**config.mk**
```make
export PLATFORM = sky130hd
export DESIGN_NAME = regex_infix_to_postfix
export DESIGN_NICKNAME = d
export VERILOG_FILES = /design/src/design/ritp_pkg.sv /design/src/design/ritp_ram.sv /design/src/design/ritp_ctrl.sv /design/src/design/ritp_dp.sv /design/src/design/regex_infix_to_postfix.sv
export SDC_FILE = /design/constraint.sdc
export NUM_CORES = 1
export LEC_CHECK = 0
export ABC_AREA = 1
export BUFFER_PORTS_ARGS = -buffer_cell sky130_fd_sc_hd__buf_2
export CAP_MARGIN = 10
export CORE_MARGIN = 4
export CORE_UTILIZATION = 40
export DETAILED_ROUTE_END_ITERATION = 7
export SYNTH_ARGS = -nofsm -noshare
export SYNTH_HDL_FRONTEND = slang
export SYNTH_SLANG_ARGS = --single-unit
```
**constraint.sdc**
```tcl
create_clock -name clk -period 3.7 [get_ports clk]
set_input_delay 0.74 -clock clk [delete_from_list [all_inputs] [get_ports clk]]
set_output_delay 0.74 -clock clk [all_outputs]
set_load 0.005 [all_outputs]
```
**src/design/ritp_pkg.sv**
```systemverilog
// Shared types, codes and the character classifier for the regex infix to
// postfix converter. Used by the controller, the datapath and the top level.
// No dependencies.
package ritp_pkg;

  // Fixed field widths
  localparam int CharW   = 8;
  localparam int KindW   = 3;
  localparam int AltW    = 4;
  localparam int FrameW  = AltW + 1;

  // Most pending alternations per nesting level
  localparam logic [AltW-1:0] MaxAlternatives = 4'd15;

  // Output token kinds
  localparam logic [KindW-1:0] TK_LIT  = 3'd0;
  localparam logic [KindW-1:0] TK_ANY  = 3'd1;
  localparam logic [KindW-1:0] TK_CAT  = 3'd2;
  localparam logic [KindW-1:0] TK_ALT  = 3'd3;
  localparam logic [KindW-1:0] TK_OPT  = 3'd4;
  localparam logic [KindW-1:0] TK_STAR = 3'd5;
  localparam logic [KindW-1:0] TK_PLUS = 3'd6;
  localparam logic [KindW-1:0] TK_END  = 3'd7;

  // Pattern metacharacters
  localparam logic [CharW-1:0] CH_OPEN  = 8'h28;  // (
  localparam logic [CharW-1:0] CH_CLOSE = 8'h29;  // )
  localparam logic [CharW-1:0] CH_BAR   = 8'h7C;  // |
  localparam logic [CharW-1:0] CH_OPT   = 8'h3F;  // ?
  localparam logic [CharW-1:0] CH_STAR  = 8'h2A;  // *
  localparam logic [CharW-1:0] CH_PLUS  = 8'h2B;  // +
  localparam logic [CharW-1:0] CH_ANY   = 8'h2E;  // .

  typedef enum logic [2:0] {
    CL_LIT,
    CL_ANY,
    CL_OPEN,
    CL_CLOSE,
    CL_BAR,
    CL_OPT,
    CL_STAR,
    CL_PLUS
  } cls_t;

  // Datapath operations issued by the controller
  typedef enum logic [3:0] {
    OP_NONE,
    OP_LOAD,
    OP_PRECAT,
    OP_PUSH,
    OP_CLOSE_ALT,
    OP_POP,
    OP_BAR,
    OP_MAIN,
    OP_FL_CAT,
    OP_FL_ALT,
    OP_END
  } op_t;

  typedef struct packed {
    op_t  op;
    logic last;
  } cmd_t;

  typedef struct packed {
    cls_t cls;
    logic skip;
    logic eop;
    logic atom2;
    logic alt_nz;
    logic alt_one;
    logic level_nz;
    logic slot;
  } status_t;

  function automatic cls_t classify(input logic [CharW-1:0] ch);
    cls_t c;
    unique case (ch)
      CH_OPEN:  c = CL_OPEN;
      CH_CLOSE: c = CL_CLOSE;
      CH_BAR:   c = CL_BAR;
      CH_OPT:   c = CL_OPT;
      CH_STAR:  c = CL_STAR;
      CH_PLUS:  c = CL_PLUS;
      CH_ANY:   c = CL_ANY;
      default:  c = CL_LIT;
    endcase
    return c;
  endfunction

endpackage

```
**src/design/ritp_ram.sv**
```systemverilog
// Generic single-write, single-read RAM with registered read data.
// No dependencies.
module ritp_ram #(
  parameter int WIDTH = 5,
  parameter int DEPTH = 16,
  localparam int AW = (DEPTH > 1) ? $clog2(DEPTH) : 1
) (
  input  logic             clk,
  input  logic             we,
  input  logic [AW-1:0]    waddr,
  input  logic [WIDTH-1:0] wdata,
  input  logic [AW-1:0]    raddr,
  output logic [WIDTH-1:0] rdata
);

  logic [WIDTH-1:0] mem [DEPTH];

  // Write port and registered read port
  always_ff @(posedge clk) begin
    if (we) begin
      mem[waddr] <= wdata;
    end
    rdata <= mem[raddr];
  end

endmodule

```
**src/design/ritp_ctrl.sv**
```systemverilog
// Sequencer for the regex infix to postfix converter: steps each pattern byte
// through its token phases. Depends on ritp_pkg.
module ritp_ctrl (
  input  logic              clk,
  input  logic              rst,
  input  logic              s_tvalid,
  output logic              s_tready,
  input  ritp_pkg::status_t st,
  output ritp_pkg::cmd_t    cmd
);

  typedef enum logic [2:0] {
    S_IDLE,
    S_PRE,
    S_ACT,
    S_POP,
    S_FLUSH
  } state_t;

  state_t state, state_next;

  logic needs_fold;

  assign s_tready = (state == S_IDLE);

  // Characters that fold a pending concatenation before acting
  assign needs_fold = (st.cls != ritp_pkg::CL_OPT) && (st.cls != ritp_pkg::CL_STAR)
                   && (st.cls != ritp_pkg::CL_PLUS);

  // Pick the next datapath operation
  always_comb begin
    state_next = state;
    cmd.op     = ritp_pkg::OP_NONE;
    cmd.last   = 1'b0;
    unique case (state)
      S_IDLE: begin
        if (s_tvalid) begin
          cmd.op     = ritp_pkg::OP_LOAD;
          state_next = S_PRE;
        end
      end
      S_PRE: begin
        if (st.skip) begin
          state_next = S_FLUSH;
        end else if (needs_fold && st.atom2) begin
          if (st.slot) begin
            cmd.op     = ritp_pkg::OP_PRECAT;
            cmd.last   = !st.eop && ((st.cls == ritp_pkg::CL_OPEN)
                      || (st.cls == ritp_pkg::CL_BAR)
                      || ((st.cls == ritp_pkg::CL_CLOSE) && !st.alt_nz));
            state_next = S_ACT;
          end
        end else begin
          state_next = S_ACT;
        end
      end
      S_ACT: begin
        unique case (st.cls)
          ritp_pkg::CL_OPEN: begin
            cmd.op     = ritp_pkg::OP_PUSH;
            state_next = S_FLUSH;
          end
          ritp_pkg::CL_CLOSE: begin
            if (st.alt_nz) begin
              if (st.slot) begin
                cmd.op   = ritp_pkg::OP_CLOSE_ALT;
                cmd.last = !st.eop && st.alt_one;
              end
            end else begin
              state_next = S_POP;
            end
          end
          ritp_pkg::CL_BAR: begin
            cmd.op     = ritp_pkg::OP_BAR;
            state_next = S_FLUSH;
          end
          default: begin
            if (st.slot) begin
              cmd.op     = ritp_pkg::OP_MAIN;
              cmd.last   = !st.eop;
              state_next = S_FLUSH;
            end
          end
        endcase
      end
      S_POP: begin
        cmd.op     = ritp_pkg::OP_POP;
        state_next = S_FLUSH;
      end
      S_FLUSH: begin
        if (!st.eop) begin
          state_next = S_IDLE;
        end else if (st.slot) begin
          priority if (st.level_nz) begin
            cmd.op     = ritp_pkg::OP_END;
            cmd.last   = 1'b1;
            state_next = S_IDLE;
          end else if (st.atom2) begin
            cmd.op = ritp_pkg::OP_FL_CAT;
          end else if (st.alt_nz) begin
            cmd.op = ritp_pkg::OP_FL_ALT;
          end else begin
            cmd.op     = ritp_pkg::OP_END;
            cmd.last   = 1'b1;
            state_next = S_IDLE;
          end
        end
      end
      default: state_next = S_IDLE;
    endcase
  end

  // Hold state
  always_ff @(posedge clk) begin
    if (rst) begin
      state <= S_IDLE;
    end else begin
      state <= state_next;
    end
  end

endmodule

```
**src/design/ritp_dp.sv**
```systemverilog
// Datapath of the regex infix to postfix converter: pending counts, group
// stack, error flag and output register. Depends on ritp_pkg and ritp_ram.
module ritp_dp #(
  parameter int MAX_NESTING = 16
) (
  input  logic              clk,
  input  logic              rst,
  input  logic [7:0]        s_tdata,
  input  logic              s_tlast,
  input  ritp_pkg::cmd_t    cmd,
  output ritp_pkg::status_t st,
  output logic              m_tvalid,
  input  logic              m_tready,
  output logic [15:0]       m_tdata,
  output logic              m_tlast,
  output logic              m_tuser
);

  localparam int LW = $clog2(MAX_NESTING + 1);
  localparam int AW = (MAX_NESTING > 1) ? $clog2(MAX_NESTING) : 1;

  // Current item
  logic [ritp_pkg::CharW-1:0] ch;
  logic                       eop;
  ritp_pkg::cls_t             cls;
  logic                       skip;

  // Pending state
  logic [1:0]                 atom;
  logic [ritp_pkg::AltW-1:0]  alt;
  logic [LW-1:0]              level;
  logic                       error_seen;

  // Output register
  logic [ritp_pkg::KindW-1:0] out_kind;
  logic [ritp_pkg::CharW-1:0] out_lit;

  // Group stack
  logic                        stk_we;
  logic [ritp_pkg::FrameW-1:0] stk_rdata;
  logic [LW-1:0]               lvl_dec;

  // Load-time checks
  ritp_pkg::cls_t             cls_in;
  logic                       ovf_in;
  logic                       lvl_after_nz;
  logic                       err_item;

  // Emission
  logic                       emit;
  logic [ritp_pkg::KindW-1:0] emit_kind;
  logic [ritp_pkg::CharW-1:0] emit_lit;
  logic                       slot;

  assign slot    = !m_tvalid || m_tready;
  assign lvl_dec = level - LW'(1);
  assign stk_we  = (cmd.op == ritp_pkg::OP_PUSH);

  ritp_ram #(
    .WIDTH (ritp_pkg::FrameW),
    .DEPTH (MAX_NESTING)
  ) u_stack (
    .clk   (clk),
    .we    (stk_we),
    .waddr (level[AW-1:0]),
    .wdata ({atom[0], alt}),
    .raddr (lvl_dec[AW-1:0]),
    .rdata (stk_rdata)
  );

  // Classify the incoming byte and find its errors
  always_comb begin
    cls_in = ritp_pkg::classify(s_tdata);
    ovf_in = ((cls_in == ritp_pkg::CL_OPEN) && (level >= LW'(MAX_NESTING)))
          || ((cls_in == ritp_pkg::CL_CLOSE) && (level == '0))
          || ((cls_in == ritp_pkg::CL_BAR) && (alt >= ritp_pkg::MaxAlternatives));
    unique case (cls_in)
      ritp_pkg::CL_OPEN:  lvl_after_nz = 1'b1;
      ritp_pkg::CL_CLOSE: lvl_after_nz = (level > LW'(1));
      default:            lvl_after_nz = (level != '0);
    endcase
    err_item = ovf_in || (s_tlast && lvl_after_nz);
  end

  // Select the token that this operation emits
  always_comb begin
    emit      = 1'b0;
    emit_kind = ritp_pkg::TK_END;
    emit_lit  = '0;
    unique case (cmd.op)
      ritp_pkg::OP_PRECAT, ritp_pkg::OP_FL_CAT: begin
        emit      = 1'b1;
        emit_kind = ritp_pkg::TK_CAT;
      end
      ritp_pkg::OP_CLOSE_ALT, ritp_pkg::OP_FL_ALT: begin
        emit      = 1'b1;
        emit_kind = ritp_pkg::TK_ALT;
      end
      ritp_pkg::OP_MAIN: begin
        emit = 1'b1;
        unique case (cls)
          ritp_pkg::CL_LIT: begin
            emit_kind = ritp_pkg::TK_LIT;
            emit_lit  = ch;
          end
          ritp_pkg::CL_ANY:  emit_kind = ritp_pkg::TK_ANY;
          ritp_pkg::CL_OPT:  emit_kind = ritp_pkg::TK_OPT;
          ritp_pkg::CL_STAR: emit_kind = ritp_pkg::TK_STAR;
          default:           emit_kind = ritp_pkg::TK_PLUS;
        endcase
      end
      ritp_pkg::OP_END: begin
        emit      = 1'b1;
        emit_kind = ritp_pkg::TK_END;
      end
      default: emit = 1'b0;
    endcase
  end

  // Latch the item's byte and class
  always_ff @(posedge clk) begin
    if (cmd.op == ritp_pkg::OP_LOAD) begin
      ch   <= s_tdata;
      eop  <= s_tlast;
      cls  <= cls_in;
      skip <= ovf_in;
    end
  end

  // Advance pending counts, nesting level and error flag
  always_ff @(posedge clk) begin
    if (rst) begin
      atom       <= '0;
      alt        <= '0;
      level      <= '0;
      error_seen <= 1'b0;
    end else begin
      unique case (cmd.op)
        ritp_pkg::OP_LOAD: begin
          error_seen <= error_seen | err_item;
        end
        ritp_pkg::OP_PRECAT, ritp_pkg::OP_FL_CAT: begin
          atom <= 2'd1;
        end
        ritp_pkg::OP_PUSH: begin
          level <= level + LW'(1);
          atom  <= '0;
          alt   <= '0;
        end
        ritp_pkg::OP_CLOSE_ALT, ritp_pkg::OP_FL_ALT: begin
          alt <= alt - ritp_pkg::AltW'(1);
        end
        ritp_pkg::OP_POP: begin
          level <= lvl_dec;
          atom  <= {1'b0, stk_rdata[ritp_pkg::AltW]} + {1'b0, (atom != '0)};
          alt   <= stk_rdata[ritp_pkg::AltW-1:0];
        end
        ritp_pkg::OP_BAR: begin
          atom <= '0;
          alt  <= alt + ritp_pkg::AltW'(1);
        end
        ritp_pkg::OP_MAIN: begin
          if ((cls == ritp_pkg::CL_LIT) || (cls == ritp_pkg::CL_ANY)) begin
            atom <= atom + 2'd1;
          end
        end
        ritp_pkg::OP_END: begin
          atom       <= '0;
          alt        <= '0;
          level      <= '0;
          error_seen <= 1'b0;
        end
        default: begin
        end
      endcase
    end
  end

  // Output beat valid
  always_ff @(posedge clk) begin
    if (rst) begin
      m_tvalid <= 1'b0;
    end else if (emit) begin
      m_tvalid <= 1'b1;
    end else if (m_tready) begin
      m_tvalid <= 1'b0;
    end
  end

  // Output beat payload
  always_ff @(posedge clk) begin
    if (emit) begin
      out_kind <= emit_kind;
      out_lit  <= emit_lit;
      m_tlast  <= cmd.last;
      m_tuser  <= error_seen;
    end
  end

  assign m_tdata = {5'd0, out_lit, out_kind};

  // Status to the controller
  always_comb begin
    st.cls      = cls;
    st.skip     = skip;
    st.eop      = eop;
    st.atom2    = (atom == 2'd2);
    st.alt_nz   = (alt != '0);
    st.alt_one  = (alt == ritp_pkg::AltW'(1));
    st.level_nz = (level != '0);
    st.slot     = slot;
  end

`ifndef SYNTHESIS
  a_level_range: assert property (@(posedge clk) disable iff (rst)
    level <= LW'(MAX_NESTING))
    else $error("nesting level beyond stack depth");

  a_atom_range: assert property (@(posedge clk) disable iff (rst)
    atom != 2'd3)
    else $error("pending atom count out of range");

  a_alt_range: assert property (@(posedge clk) disable iff (rst)
    alt <= ritp_pkg::MaxAlternatives)
    else $error("pending alternation count out of range");

  a_no_overwrite: assert property (@(posedge clk) disable iff (rst)
    emit && m_tvalid |-> m_tready)
    else $error("token emitted over an untaken beat");

  a_end_clears: assert property (@(posedge clk) disable iff (rst)
    cmd.op == ritp_pkg::OP_END |=> level == '0 && alt == '0 && !error_seen)
    else $error("state not cleared after end token");
`endif

endmodule

```
**src/design/regex_infix_to_postfix.sv**
```systemverilog
// Top level of the regex infix to postfix converter: joins the sequencer and
// the datapath. Depends on ritp_pkg, ritp_ctrl and ritp_dp.
//
// Takes one pattern byte per input beat and emits postfix tokens, one per
// output beat, through a single output register; the beat with tlast closes
// the pattern, flushes the pending operators, emits the end token and clears
// all state. One byte at a time is in work: a load, a pre-concatenation
// step, an action step and a flush step (a byte dropped as an error skips
// the action step), plus an alternation token for each alternation that a
// ')' flushes, a pop step (stack read) for a ')' that restores its group,
// and for the last byte of a pattern one token per flushed concatenation
// and alternation. Output stalls hold the sequencer, since every token
// steps through the output register. MAX_NESTING sets the group stack depth.
module regex_infix_to_postfix #(
  parameter int MAX_NESTING = 16
) (
  input  logic        clk,
  input  logic        rst,
  input  logic        s_tvalid,
  output logic        s_tready,
  input  logic [7:0]  s_tdata,   // [7:0] pattern_char
  input  logic        s_tlast,   // end_of_pattern
  output logic        m_tvalid,
  input  logic        m_tready,
  output logic [15:0] m_tdata,   // [2:0] token_kind, [10:3] literal_value, rest zero
  output logic        m_tlast,   // last_of_run
  output logic        m_tuser    // [0] syntax_error
);

  ritp_pkg::cmd_t    cmd;
  ritp_pkg::status_t st;

  ritp_ctrl u_ctrl (
    .clk      (clk),
    .rst      (rst),
    .s_tvalid (s_tvalid),
    .s_tready (s_tready),
    .st       (st),
    .cmd      (cmd)
  );

  ritp_dp #(
    .MAX_NESTING (MAX_NESTING)
  ) u_dp (
    .clk      (clk),
    .rst      (rst),
    .s_tdata  (s_tdata),
    .s_tlast  (s_tlast),
    .cmd      (cmd),
    .st       (st),
    .m_tvalid (m_tvalid),
    .m_tready (m_tready),
    .m_tdata  (m_tdata),
    .m_tlast  (m_tlast),
    .m_tuser  (m_tuser)
  );

endmodule
```
# ---- After elaboration in Yosys (flattened, before gate mapping)
# Memory sizes are Yosys's and may differ from the RTL's. A register that Yosys moved wholly into a read port is not among the register bits.
# Index checks and enable logic that the tools add are counted.
dict set report totals {
  reg_bits 42
  romBits 0
  ramBits 80
  latch_bits 0
  n_memories 1
  wordCells 153
  in_bits 13
  output_inout_bits 20
}
dict set report classes {
  eq_ne 43
  div_mod_pow 0
  mux 45
  mul 0
  n_reduce_logical 40
  magnitude_cmp 3
  n_bitwise 1
  addsub 6
  n_shift 0
}
# memory depth width rd rd_clocked_by_memory_dff wr line_no
set memory_table {}
lappend memory_table {u_dp.u_stack.mem 16 5 1 1 1 ritp_ram.sv:16} ;# logic [WIDTH-1:0] mem [DEPTH];
# cell count
set ops {}
lappend ops {{equality test 8 x 6 -> 1 bit, second input constant} 6}
lappend ops {{2-to-1 mux 3 bit} 12}
lappend ops {{2-to-1 mux 5 bit} 5}
lappend ops {{one-hot mux 3 bit (7 select lines)} 1}
lappend ops {{one-hot mux 4 bit (5 select lines)} 1}
lappend ops {{equality test 3 x 2 -> 1 bit, second input constant} 6}
lappend ops {{equality test 4 x 3 -> 1 bit, second input constant} 4}
lappend ops {{2-to-1 mux 4 bit} 4}
lappend ops {{one-hot mux 4 bit (4 select lines)} 1}
lappend ops {{equality test 3 bit, second input constant} 5}
lappend ops {{!= test 3 bit, second input constant} 5}
lappend ops {{one-hot mux 3 bit (5 select lines)} 1}
lappend ops {{one-hot mux 5 bit (3 select lines)} 1}
lappend ops {{equality test 4 bit, second input constant} 3}
lappend ops {{one-hot mux 3 bit (4 select lines)} 1}
lappend ops {{one-hot mux 4 bit (3 select lines)} 1}
lappend ops {{nonzero test 4 bit} 3}
lappend ops {{logical AND 1 bit} 10}
lappend ops {{one-hot mux 3 bit (3 select lines)} 1}
lappend ops {{equality test 4 x 1 -> 1 bit, second input constant} 2}
lappend ops {{equality test 4 x 2 -> 1 bit, second input constant} 2}
lappend ops {{equality test 8 x 7 -> 1 bit, second input constant} 1}
lappend ops {{2-to-1 mux 1 bit} 8}
lappend ops {{!= test 4 x 2 -> 1 bit, second input constant} 2}
lappend ops {{32 further kinds} 52}

# ---- Logic depth before layout (Yosys ltp)
# Gate-level depths: netlist of run 1.
dict set report logic_depth {
  word_depth 13
  ltp_mapped 18
  ltp_nobuf 16
}

# ---- By module
# A second synthesis of run 1 with hierarchy kept.
dict set report unflattened {
  cells_unflattened 731
  area_unflattened_um2 6545.0
}
# mod area_each_um2 n_inst cells_each seq_area_each_um2
set by_module_without_submodules {}
lappend by_module_without_submodules {ritp_ram 3733.6 1 355 2502.4}
lappend by_module_without_submodules {ritp_dp 2367.3 1 294 1041.0}
lappend by_module_without_submodules {ritp_ctrl 444.2 1 82 60.1}

# ---- Worst setup path after synthesis of run 1
# Ideal clock, no wire load.
dict set report synth_path {
  kind {register to register}
  startpoint {register u_dp.level[0]}
  endpoint {register u_dp.m_tlast (enable)}
  arrival_ns 2.355
  period_less_slack_ns 2.693
  t_required_ns 3.362
  setup_ns 0.338
  stages_incl_launch_ff 16
  path_slack_ns 1.007
  path_buffers 3
  path_cell_list {dfxtp_1 clkbuf_1 inv_1 buf_2 buf_1 ha_1 nand3_2 clkinv_1 nand2_2 nand2_2 nand3_2 inv_1 nand3_2 nand2_4 nor3_2 nand2_1}
}
dict set report synth_via {
  elab_chain_cells 8
  elab_cells_between_ends 13
  cone_classes {6 x eq/ne; 5 x mux; 2 x reduce/logical}
}
# item line_no
set synth_rtl {}
lappend synth_rtl {{from (decl)} ritp_dp.sv:31} ;# logic [LW-1:0] level;
lappend synth_rtl {{from (signal assigned)} ritp_dp.sv:146} ;# level <= level + LW'(1);
lappend synth_rtl {{from (signal assigned)} ritp_dp.sv:154} ;# level <= lvl_dec;
lappend synth_rtl {{nonzero test 5 bit *} ritp_dp.sv:210} ;# st.level_nz = (level != '0);
lappend synth_rtl {{2-to-1 mux 5 bit *} ritp_ctrl.sv:94} ;# priority if (st.level_nz) begin
lappend synth_rtl {{2-to-1 mux 5 bit *} ritp_ctrl.sv:93} ;# end else if (st.slot) begin
lappend synth_rtl {{2-to-1 mux 5 bit *} ritp_ctrl.sv:91} ;# if (!st.eop) begin
lappend synth_rtl {{one-hot mux 4 bit (5 select lines) *} ritp_ctrl.sv:35} ;# unique case (state)
lappend synth_rtl {{equality test 4 x 2 -> 1 bit (tied with other cells)} ritp_dp.sv:90} ;# unique case (cmd.op)
lappend synth_rtl {{OR reduction 6 bit (no line) *} n/a}
lappend synth_rtl {{2-to-1 mux 1 bit *} ritp_dp.sv:90}
lappend synth_rtl {{via u_dp.emit} ritp_dp.sv:50} ;# logic emit;
lappend synth_rtl {{to (signal assigned)} ritp_dp.sv:195} ;# m_tlast <= cmd.last;
lappend synth_rtl {{to (decl)} ritp_dp.sv:15} ;# output logic m_tlast,
# The timed path passes the listed nets; every way through them passes the cells marked *.
# A chain may end at the register's enable or synchronous reset.

# ---- Worst setup path in the final report of run 1
dict set report layout_path {
  startpoint {register u_dp.alt[0] in the netlist's numbering}
  endpoint {memory u_dp.u_stack.mem[2][3] (enable)}
}
dict set report layout_via {
  elab_chain_cells 10
  elab_cells_between_ends 12
  cone_classes {1 x eq/ne; 10 x mux; 1 x reduce/logical}
}
# item line_no
set layout_rtl {}
lappend layout_rtl {{from (decl)} ritp_dp.sv:30} ;# logic [ritp_pkg::AltW-1:0] alt;
lappend layout_rtl {{from (signal assigned)} ritp_dp.sv:151} ;# alt <= alt - ritp_pkg::AltW'(1);
lappend layout_rtl {{from (signal assigned)} ritp_dp.sv:156} ;# alt <= stk_rdata[ritp_pkg::AltW-1:0];
lappend layout_rtl {{from (signal assigned)} ritp_dp.sv:160} ;# alt <= alt + ritp_pkg::AltW'(1);
lappend layout_rtl {{nonzero test 4 bit *} ritp_dp.sv:208} ;# st.alt_nz = (alt != '0);
lappend layout_rtl {{2-to-1 mux 2 bit} ritp_ctrl.sv:100} ;# end else if (st.alt_nz) begin
lappend layout_rtl {{2-to-1 mux 4 bit} ritp_ctrl.sv:98} ;# end else if (st.atom2) begin
lappend layout_rtl {{2-to-1 mux 5 bit} ritp_ctrl.sv:94}
lappend layout_rtl {{2-to-1 mux 5 bit} ritp_ctrl.sv:93}
lappend layout_rtl {{2-to-1 mux 5 bit} ritp_ctrl.sv:91}
lappend layout_rtl {{one-hot mux 4 bit (5 select lines) *} ritp_ctrl.sv:35}
lappend layout_rtl {{equality test 4 x 2 -> 1 bit *} ritp_dp.sv:57} ;# assign stk_we = (cmd.op == ritp_pkg::OP_PUSH);
lappend layout_rtl {{2-to-1 mux 1 bit *} ritp_ram.sv:20} ;# if (we) begin
lappend layout_rtl {{2-to-1 mux 1 bit (implied by the code) *} ritp_ram.sv:21} ;# mem[waddr] <= wdata;
lappend layout_rtl {{to (decl)} ritp_ram.sv:16}
# Mark *: on every way between the ends. The rest lies on a longest branch, timed or not.

==> results of run 1 <==
[stage by stage]
| stage | setup slack [ns] | power [mW] | std cells | util | area, um^2 |
|---|---|---|---|---|---|
| 6_report | 0.9920 | 6.042 | 801 | 0.4722 | 6837 |
| 3_5_place_dp | 0.9288 | 4.369 | 768 | 0.4299 | 6225 |
| 2_1_floorplan | 1.007 | 3.682 | 572 | - | 5919 |
| 3_3_place_gp | 1.018 | 4.359 | 768 | 0.4299 | 6225 |
| 4_1_cts | 0.9982 | 6.020 | 800 | 0.4703 | 6809 |
| 5_1_grt | 0.7698 | 6.437 | 801 | 0.4722 | 6837 |
[cell families (layout without fill, tap and decap cells)]
| group | after synthesis | in the layout | synth area share |
|---|---|---|---|
| other cells | 1 | 5 | 0.0006351 |
| mux | 5 | 5 | 0.008477 |
| flops | 127 | 127 | 0.6103 |
| xor+xnor | 8 | 8 | 0.01187 |
| simple gates | 225 | 225 | 0.1721 |
| fa+ha+maj | 11 | 11 | 0.02331 |
| compound gates | 103 | 103 | 0.1123 |
| buf+inv | 88 | 133 | 0.06103 |
[cells in the final DEF, fill, tap and decap left out, types with 9 or more instances in the layout]
cell type,instances
sky130_fd_sc_hd__o21ai_0,41
sky130_fd_sc_hd__inv_1,61
sky130_fd_sc_hd__edfxtp_1,106
sky130_fd_sc_hd__ha_1,11
sky130_fd_sc_hd__nand2_1,59
sky130_fd_sc_hd__buf_2,27
sky130_fd_sc_hd__o211ai_1,9
sky130_fd_sc_hd__a21oi_1,13
sky130_fd_sc_hd__nand3_1,19
sky130_fd_sc_hd__o32ai_1,15
sky130_fd_sc_hd__dfxtp_1,21
sky130_fd_sc_hd__nor2_1,110
sky130_fd_sc_hd__clkbuf_16,17
[metal layers]
metal  GRT usage  wire length, um  share of wire
met5           0                0              0
met4     0.07518              259          0.020
met3     0.04864              882          0.067
met2      0.2677             6343           0.48
met1      0.2132             5742           0.43
[flip-flops by register name, indices dropped and copies added, names as in the netlist, 2 cells and up]
register and cells:
u_dp.u_stack.mem 80, u_dp.ch 8, u_dp.out_lit 8, u_dp.level 5
u_dp.u_stack.rdata 5, u_dp.alt 4, u_ctrl.state 3, u_dp.cls 3
u_dp.out_kind 3, u_dp.atom 2
[power by group through the flow]
stage	sequential [mW]	clock (mW)	combinational, mW
final	2.04	1.63	2.37
after global routing	2.07	1.73	2.63
after CTS	2.04	1.66	2.32
after detailed placement	2.07	0	2.30
after global placement	2.07	0	2.29
after floorplan	2.08	0	1.60
[area by class of cell]
cell class,count,area (um^2),share of cell area
Clock buffer,17,425.4,0.06223
Clock inverter,15,158.9,0.02324
Sequential cell,127,3603,0.5271
Multi-Input combinational cell,357,1956,0.2861
Tap cell,184,230.2,0.03367
Timing Repair Buffer,35,215.2,0.03148
Inverter,66,247.7,0.03624
[worst paths after layout]
path / startpoint / end / slack [ns]
max: u_dp.alt[0] / u_dp.u_stack.mem[2][3] / 0.99
min: u_dp.error_seen / u_dp.m_tuser / 0.43
max reg2reg: u_dp.alt[0] / u_dp.u_stack.mem[2][3] / 0.99
min reg2reg: u_dp.error_seen / u_dp.m_tuser / 0.43
==> impl_metrics.tcl, run 1 <==
set metrics [dict create \
    grt.overflow.total 0 \
    coreArea_um2 14480 \
    power.sequential.fraction 0.338 \
    clock_latency_ns 0.42 \
    timing.critical_path.depth 11 \
    globalplace.congestion 0.9090 \
    yosysSeqAreaShare 0.6103 \
    ir_drop_uv 354.4 \
    postCtsSetupBuffers 0 \
    maxClockFrequency_ghz 0.3693 \
    drc 0 \
    total_wirelength_of_the_detailed_routed_design_um 13230 \
    drt_iter0_markers 395 \
    net_switching_power_figure_mw 2.373 \
    finalHoldViolations 0 \
    ys_ff_latch 127 \
    power_per_cell_area_nw_per_um2 883.7 \
    core.rowCount 44 \
    dr_total_vias 4181 \
    cp.arrival_ns 2.77 \
    place_hpwl_um 9156 \
    grt_first_pass_wirelength_um 21220 \
    setup_total_negative_slack_ns 0 \
    synthesis.yosys.warnings 0 \
    path_cells "buf_4 -> inv_1 -> ha_1 -> nand3_1 -> nand3_1 -> nand2_1 -> nand2_2 -> nand4_2 -> inv_1 -> nand2_1 -> nor2_1" \
    cts_made_buffers 17 \
    die_extent_in_y_um 129.5 \
    cts_root_buf "sky130_fd_sc_hd__clkbuf_16" \
    port_buffers 27 \
    number_of_synthesized_flops_with_an_enable_pin 106 \
    die-area_um2 16770 \
    drive_gt1_frac 0.1637 \
    r2r.worst_path.cells 11 \
    route.antenna.remaining_nets 0 \
    setup.worst_path.class "reg -> reg" \
    final-max-slew-violation-count 0 \
    clock_tree_from_tritoncts "done" \
    post_cts_hold_fix_bufs 0 \
    grt_setup_unrepaired "false" \
    detail_route.vias_per_cell 5.220 \
    worst_pin_slew_ns 0.6337 \
    post_cts_resized 0 \
    proportion_of_total_power_due_to_net_switching 0.3927 \
    number_of_antenna_cells_inserted 0 \
    result_of_the_run "finished clean" \
    post-synth-top-count-cell "sky130_fd_sc_hd__nor2_1" \
    timing.hold.worst_path_depth 0 \
    clkPwrFrac 0.270 \
    maximum_number_of_pins_on_one_net_before_global_route_repair 47 \
    hold_ws_ns 0.4316 \
    clk_pin_slew_ns 0.06 \
    floorplan.io_pins 33 \
    cts-root-to-sink-buffers 2 \
    total_leakage_power_nw 2.635 \
    gate_count_of_the_mapped_netlist 568 \
    crit_path_max_incr_delay_ns 0.43 \
    avgRoutedWirePerCell_um 16.51 \
    critical_path_buf_inv_count 3 \
    synth_top_area_cell "sky130_fd_sc_hd__edfxtp_1" \
    critical-path-top-delay-family "simple AND/OR/NAND/NOR gates" \
    start_util 0.4078 \
    holdCritPathClass "reg -> reg" \
    clock_period_minus_worst_slack_ns 2.708 \
    power.share.combinational 0.392 \
    max_slew_margin 0.5760 \
    num-fill-cells 1325 \
    required_ns 3.76 \
    synth.distinct_cells 48 \
    numClockSinks 127 \
    area_growth_pct 15.79 \
    synth_area_per_cell_um2 10.40 \
    timing.critical_path.from_type "flip-flop" \
    synth-main-ff-cell "sky130_fd_sc_hd__edfxtp_1" \
    cellInternalPower_mw 3.669 \
    cap_viol_max_count 0 \
    synth.top_cells.by_area "sky130_fd_sc_hd__edfxtp_1 54%, sky130_fd_sc_hd__dfxtp_1 7.1%, sky130_fd_sc_hd__nor2_1 7.0%" \
    gr-usage-all-layers 0.1679 \
    synth_top_cells_by_count "110 x sky130_fd_sc_hd__nor2_1, 106 x sky130_fd_sc_hd__edfxtp_1, 61 x sky130_fd_sc_hd__inv_1" \
    final_count_of_negative_setup_slack_endpoints 0 \
    floorplan.die.width_um 129.5 \
    asyncSetResetFlopFracSynth 0 \
    fin_skew_ns 0.01481 \
    detail_route.first_pass.iterations 5 \
    critPathCaptureType "flip-flop" \
    netlist_area_um2 5904 \
    path_max_fanout 20 \
    fin_crit_sh 0.7319 \
    grt_pass1_vias 4120 \
    cts.htree.levels 4 \
    crit_path_top_delay_cell "sky130_fd_sc_hd__nor2_1" \
    grt_antenna_before_repair 0 \
    post-synth-top-area-fraction 0.5391 \
    design.final.nets 628 \
]
Note: power is estimated with default switching activity, not from simulation.
==> inputs of run 2 (changes only) <==
==> constraint.sdc (replaced) <==
create_clock -name clk -period 2.6 [get_ports clk]
set_input_delay 0.52 -clock clk [delete_from_list [all_inputs] [get_ports clk]]
set_output_delay 0.52 -clock clk [all_outputs]
set_load 0.005 [all_outputs]
==> run 2 against run 1 <==
  * Sequential cell count is the same
  * Global-route usage increased by 0.63 points
  * Critical path depth down 2
  * Clock power up 54%
  * Routed wire length grew 2.4%
  * Sequential share of layout area fell by 0.53 points
  * Count of clock-buffer cells in the layout is the same
  * Worst setup slack got worse by 0.81 ns
  * Cell count is 0.62% higher
  * Combinational power is 38% higher
  * Final area grew 1.0%
  * Largest power group unchanged
==> impl_metrics.tcl, run 2 (synthesis gave the netlist of run 1 again) <==
set metrics [dict create \
    globalplace.congestion 0.8758 \
    clock_latency_ns 0.42 \
    cts-root-to-sink-buffers 2 \
    drc 0 \
    registers.top_by_ff_count "u_dp.u_stack.mem" \
    maxClockFrequency_ghz 0.4135 \
    drt_iter0_markers 318 \
    timing.hold.worst_path_depth 1 \
    min_from "s_tdata[7]" \
    worst_pin_slew_ns 0.5852 \
    numClockSinks 127 \
    grt_first_pass_wirelength_um 22100 \
    required_ns 2.65 \
    floorplan.io_pins 33 \
    post_cts_resized 0 \
    cts.htree.levels 4 \
    coreArea_um2 14480 \
    grt_util_met3 0.05111 \
    start_util 0.4078 \
    drive_gt1_frac 0.1720 \
    total_wirelength_of_the_detailed_routed_design_um 13550 \
    die_extent_in_y_um 129.5 \
    layout.cells.most_common "sky130_fd_sc_hd__nor2_1" \
    r2r.worst_path.cells 9 \
    critPathCaptureType "flip-flop" \
    grt_pass1_vias 4278 \
    timing.critical_path.from_type "flip-flop" \
    design.final.nets 633 \
    die-area_um2 16770 \
    maximum_number_of_pins_on_one_net_before_global_route_repair 47 \
    ir_drop_uv 601.4 \
    clock_period_minus_worst_slack_ns 2.418 \
    regToRegEndpoint "u_dp.u_stack.mem[14][3]" \
    final-max-slew-violation-count 0 \
    largest_reg_flops 80 \
    core.rowCount 44 \
    reg.largest.list "u_dp.u_stack.mem x80, u_dp.ch x8, u_dp.out_lit x8" \
    detail_route.vias_per_cell 5.305 \
    cts_made_buffers 17 \
    floorplan.die.width_um 129.5 \
    crit-reg2reg-launch "u_dp.cls[1]" \
    design_power_total_mw 8.708 \
    dr_total_vias 4276 \
    fin_area_um2 6905 \
    busiest_layer_in_global_routing "met2" \
    post_cts_hold_fix_bufs 0 \
    area_growth_pct 16.95 \
    result_of_the_run "finished clean" \
    max_slew_margin 0.6084 \
    total_leakage_power_nw 2.665 \
    setup.worst_path.class "reg -> reg" \
    gr-usage-all-layers 0.1742 \
    cp.arrival_ns 2.47 \
    clk_pin_slew_ns 0.06 \
    global_route.usage.met2 0.2863 \
    postCtsSetupBuffers 0 \
    final_count_of_negative_setup_slack_endpoints 0 \
    grt_use_met1 0.2265 \
    setup_total_negative_slack_ns 0 \
    avgRoutedWirePerCell_um 16.81 \
    clock_tree_from_tritoncts "done" \
    placed_area_um2 6272 \
    route.antenna.remaining_nets 0 \
    grt_antenna_before_repair 0 \
    grt.overflow.total 0 \
    timing.reg2reg.setup_slack_ns 0.18 \
    number_of_antenna_cells_inserted 0 \
    detail_route.first_pass.iterations 5 \
    place_hpwl_um 9520 \
    holdCritPathClass "in -> reg" \
    layout_common_cells "110 x sky130_fd_sc_hd__nor2_1, 106 x sky130_fd_sc_hd__edfxtp_1, 61 x sky130_fd_sc_hd__inv_1, 58 x sky130_fd_sc_hd__nand2_1, 41 x sky130_fd_sc_hd__o21ai_0" \
    port_buffers 27 \
    power_per_cell_area_nw_per_um2 1261 \
    fin_skew_ns 0.01053 \
    finalHoldViolations 0 \
    grt_setup_unrepaired "false" \
    worstHoldEndpoint "u_dp.ch[7]" \
    path_max_fanout 6 \
    cts_root_buf "sky130_fd_sc_hd__clkbuf_16" \
    cap_viol_max_count 0 \
    fin_crit_sh 0.9302 \
]
[run 2: cell count changes in the layout (fill, tap and decap cells not counted)]
cell,previous run,this run
sky130_fd_sc_hd__bufinv_16,2,4
sky130_fd_sc_hd__inv_8,1,0
sky130_fd_sc_hd__clkinv_2,4,1
sky130_fd_sc_hd__buf_4,7,13
sky130_fd_sc_hd__nand2_1,59,58
sky130_fd_sc_hd__nand2_2,6,7
sky130_fd_sc_hd__clkinvlp_4,2,4
sky130_fd_sc_hd__buf_16,1,0
[run 2: worst max-delay path by stage]
stage                              from                      end  slack, ns
after floorplan           u_dp.level[0]             u_dp.m_tlast      0.002
after global placement      u_dp.cls[1]  u_dp.u_stack.mem[14][4]       0.19
after global routing        u_dp.cls[2]  u_dp.u_stack.mem[14][1]       0.04
after detailed placement    u_dp.cls[1]  u_dp.u_stack.mem[14][4]       0.16
final                       u_dp.cls[1]  u_dp.u_stack.mem[14][3]       0.18
after CTS                   u_dp.cls[1]  u_dp.u_stack.mem[14][1]       0.16
[run 2: layer usage]
metal	wire length, um	vias up	part of all wire
li1	-	2051	-
met3	704	12	0.052
met2	6638	131	0.49
met4	165	0	0.012
met5	0	-	0
met1	6042	2082	0.45
[run 2: layout make-up]
type / count / area, um^2
well taps: 184 / 230.2
inverters: 66 / 247.7
fillers: 1343 / 7574
repair buffers: 40 / 232.7
multi-input cells: 357 / 1958
clock buffers: 17 / 425.4
clock inverters: 15 / 207.7
flip-flops and latches: 127 / 3603
[run 2: worst max-delay path, cell delays in order (launching register included)]
cell	delay [ns]
sky130_fd_sc_hd__edfxtp_1	0.47
sky130_fd_sc_hd__nor2_2	0.21
sky130_fd_sc_hd__nand2_1	0.11
sky130_fd_sc_hd__nand3_2	0.11
sky130_fd_sc_hd__nand2_2	0.08
sky130_fd_sc_hd__nor2_2	0.16
sky130_fd_sc_hd__nand4_2	0.13
sky130_fd_sc_hd__inv_1	0.17
sky130_fd_sc_hd__nand2_1	0.17
sky130_fd_sc_hd__nor2_1	0.45
[run 2: metrics by stage]
stage / instances / worst slack, ns / hold WS, ns / utilization
after floorplan: 572 / 0.001710 / 0.4082 / -
after global routing: 806 / 0.03620 / 0.2743 / 0.4769
final: 806 / 0.1815 / 0.2922 / 0.4769
after global placement: 774 / 0.1884 / 0.4343 / 0.4332
after detailed placement: 774 / 0.1645 / 0.4482 / 0.4332
after CTS: 806 / 0.1595 / 0.2745 / 0.4769
[run 2: where the power goes]
part	internal (mW)	leakage, nW	switching (mW)	total [mW]
logic	1.05	1.22	2.21	3.26
clock network	1.61	0.297	0.900	2.51
registers	2.72	1.15	0.204	2.93
total	5.39	2.67	3.32	8.71
==> inputs of run 3 (changes only) <==
--- a/config.mk
+++ b/config.mk
@@ -8,9 +8,12 @@
 export ABC_AREA = 1
 export BUFFER_PORTS_ARGS = -buffer_cell sky130_fd_sc_hd__buf_2
 export CAP_MARGIN = 10
+export CELL_PAD_IN_SITES_DETAIL_PLACEMENT = 0
+export CELL_PAD_IN_SITES_GLOBAL_PLACEMENT = 1
 export CORE_MARGIN = 4
 export CORE_UTILIZATION = 40
 export DETAILED_ROUTE_END_ITERATION = 7
+export PLACE_DENSITY_LB_ADDON = 0.1
 export SYNTH_ARGS = -nofsm -noshare
 export SYNTH_HDL_FRONTEND = slang
 export SYNTH_SLANG_ARGS = --single-unit
==> run 3 against run 2 <==
  * Final area is 0.11% lower
  * Largest cell class unchanged
  * Via count is 2.9% lower
  * Combinational power is 6.7% higher
==> impl_metrics.tcl, run 3 (synthesis gave the netlist of run 1 again) <==
set metrics [dict create \
    placement.setup.worst_slack_ns 0.1956 \
    route.antenna.remaining_nets 0 \
    dp.cells 779 \
    route.top_layer_used "met4" \
    path_cells "nor2_2 -> nand2_1 -> nand3_2 -> nand2_2 -> nor2_2 -> nand4_2 -> inv_1 -> nand2_1 -> nor2_1" \
    power.sequential.fraction 0.335 \
    clkPwrFrac 0.260 \
    start_util 0.4078 \
    crit_path_max_incr_delay_ns 0.48 \
    critPathCaptureType "flip-flop" \
    final_count_of_negative_setup_slack_endpoints 0 \
    timing.critical_path.from_type "flip-flop" \
    cts_root_buf "sky130_fd_sc_hd__clkbuf_16" \
    met2WireLength_um 7270 \
    power_per_cell_area_nw_per_um2 1248 \
    regToRegEndpoint "u_dp.u_stack.mem[2][2]" \
    reg.largest.list "u_dp.u_stack.mem x80, u_dp.ch x8, u_dp.out_lit x8" \
    numClockSinks 127 \
    routedLengthMet1_um 6298 \
    drt_iter0_markers 236 \
    met3_length_um 455 \
    gr-usage-all-layers 0.1800 \
    worstHoldEndpoint "u_dp.ch[4]" \
    avgRoutedWirePerCell_um 17.50 \
    required_ns 2.67 \
    max_slew_margin 0.6413 \
    timing.hold.worst_path_depth 1 \
    coreArea_um2 14480 \
    maxClockFrequency_ghz 0.4122 \
    design_power_total_mw 8.609 \
    detail_route.vias_per_cell 5.117 \
    cts.htree.levels 4 \
    registers.top_by_ff_count "u_dp.u_stack.mem" \
    die-area_um2 16770 \
    min_from "s_tdata[4]" \
    r2r.worst_path.cells 9 \
    cp.arrival_ns 2.49 \
    cts-root-to-sink-buffers 2 \
    detail_route.first_pass.iterations 5 \
    grt_antenna_before_repair 0 \
    dr_total_vias 4150 \
    power.share.combinational 0.405 \
    grt.overflow.total 0 \
    fin_crit_sh 0.9330 \
    grt_first_pass_wirelength_um 22690 \
    holdCritPathClass "in -> reg" \
    drc 0 \
    worst_pin_slew_ns 0.5331 \
    grt_pass1_vias 4267 \
    core.rowCount 44 \
    layout_common_cells "106 x sky130_fd_sc_hd__nor2_1, 106 x sky130_fd_sc_hd__edfxtp_1, 61 x sky130_fd_sc_hd__inv_1, 58 x sky130_fd_sc_hd__nand2_1, 41 x sky130_fd_sc_hd__o21ai_0" \
    crit_path_top_delay_cell "sky130_fd_sc_hd__edfxtp_1" \
    cellInternalPower_mw 5.143 \
    clock_tree_from_tritoncts "done" \
    floorplan.die.width_um 129.5 \
    globalplace.congestion 0.8370 \
    net_switching_power_figure_mw 3.466 \
    final-max-slew-violation-count 0 \
    number_of_antenna_cells_inserted 0 \
    port_buffers 27 \
    clock_period_minus_worst_slack_ns 2.426 \
    crit-reg2reg-launch "u_dp.cls[1]" \
    path_max_fanout 6 \
    proportion_of_total_power_due_to_net_switching 0.4026 \
    ir_drop_uv 499.3 \
    clock_latency_ns 0.42 \
    die_extent_in_y_um 129.5 \
    fin_skew_ns 0.01625 \
    place_hpwl_um 9863 \
    drive_gt1_frac 0.1834 \
    design.final.nets 638 \
    setup.worst_path.class "reg -> reg" \
    total_leakage_power_nw 2.657 \
    clk_pin_slew_ns 0.06 \
    timing.reg2reg.setup_slack_ns 0.17 \
    largest_reg_flops 80 \
    total_wirelength_of_the_detailed_routed_design_um 14200 \
    setup_ws_ns 0.1742 \
    result_of_the_run "finished clean" \
    grt_setup_unrepaired "true" \
    floorplan.io_pins 33 \
    area_growth_pct 16.83 \
    cts_made_buffers 17 \
    cap_viol_max_count 0 \
    finalHoldViolations 0 \
    final_cells 811 \
    maximum_number_of_pins_on_one_net_before_global_route_repair 47 \
]
run 3: repair_timing:
item                       4_1_cts  5_1_grt
resized for setup                0        4
setup endpoints to repair        0       15
hold buffers                     0        0
setup buffers                    0        0
run 3: power groups by stage:
stage / registers, mW / logic, mW / clock network (mW)
floorplan: 2.96 / 2.28 / 0
global placement: 2.93 / 3.51 / 0
detailed placement: 2.93 / 3.49 / 0
CTS: 2.89 / 3.52 / 2.28
global route: 2.93 / 3.92 / 2.38
finish: 2.89 / 3.48 / 2.24
run 3: routing by layer:
metal | global-route usage | up-vias
met1 | 0.2212 | 2009
li1 | - | 2058
met3 | 0.04864 | 12
met2 | 0.3058 | 71
met5 | 0 | -
met4 | 0.06540 | 0
run 3: stage by stage:
stage                     area [um^2]  utilization  setup TNS, ns  hold slack (ns)
after global placement           6322       0.4367              0           0.4198
after floorplan                  5922            -              0           0.4082
after detailed placement         6322       0.4367              0           0.4206
final                            6898       0.4764              0           0.2926
after CTS                        6888       0.4757              0           0.2738
after global routing             6898       0.4764       -0.04926           0.2780
run 3: worst max path at each step:
stage	from	end	slack [ns]	depth (start not counted)
after global placement	m_tready	u_dp.u_stack.mem[3][1]	0.25	10
final	u_dp.cls[1]	u_dp.u_stack.mem[2][2]	0.17	9
after detailed placement	u_dp.cls[1]	u_dp.u_stack.mem[4][2]	0.20	9
after global routing	u_dp.cls[1]	u_dp.u_stack.mem[10][0]	-0.01	9
after CTS	u_dp.cls[1]	u_dp.u_stack.mem[4][1]	0.18	9
after floorplan	u_dp.level[0]	u_dp.m_tlast	0.002	15
run 3: final cells by class:
cell class,instances,area [um^2]
Fill cell,1358,7581
Tap cell,184,230.2
Timing Repair Buffer,45,282.8
Multi-Input combinational cell,357,1968
Sequential cell,127,3603
Inverter,66,247.7
Clock inverter,15,140.1
Clock buffer,17,425.4
run 3: worst max-delay path: cells and delay by family, from the launching register on:
kind	cells	cell delay (ns)
buffers and inverters	1	0.18
flip-flops	1	0.48
AND/OR/NAND/NOR	8	1.40
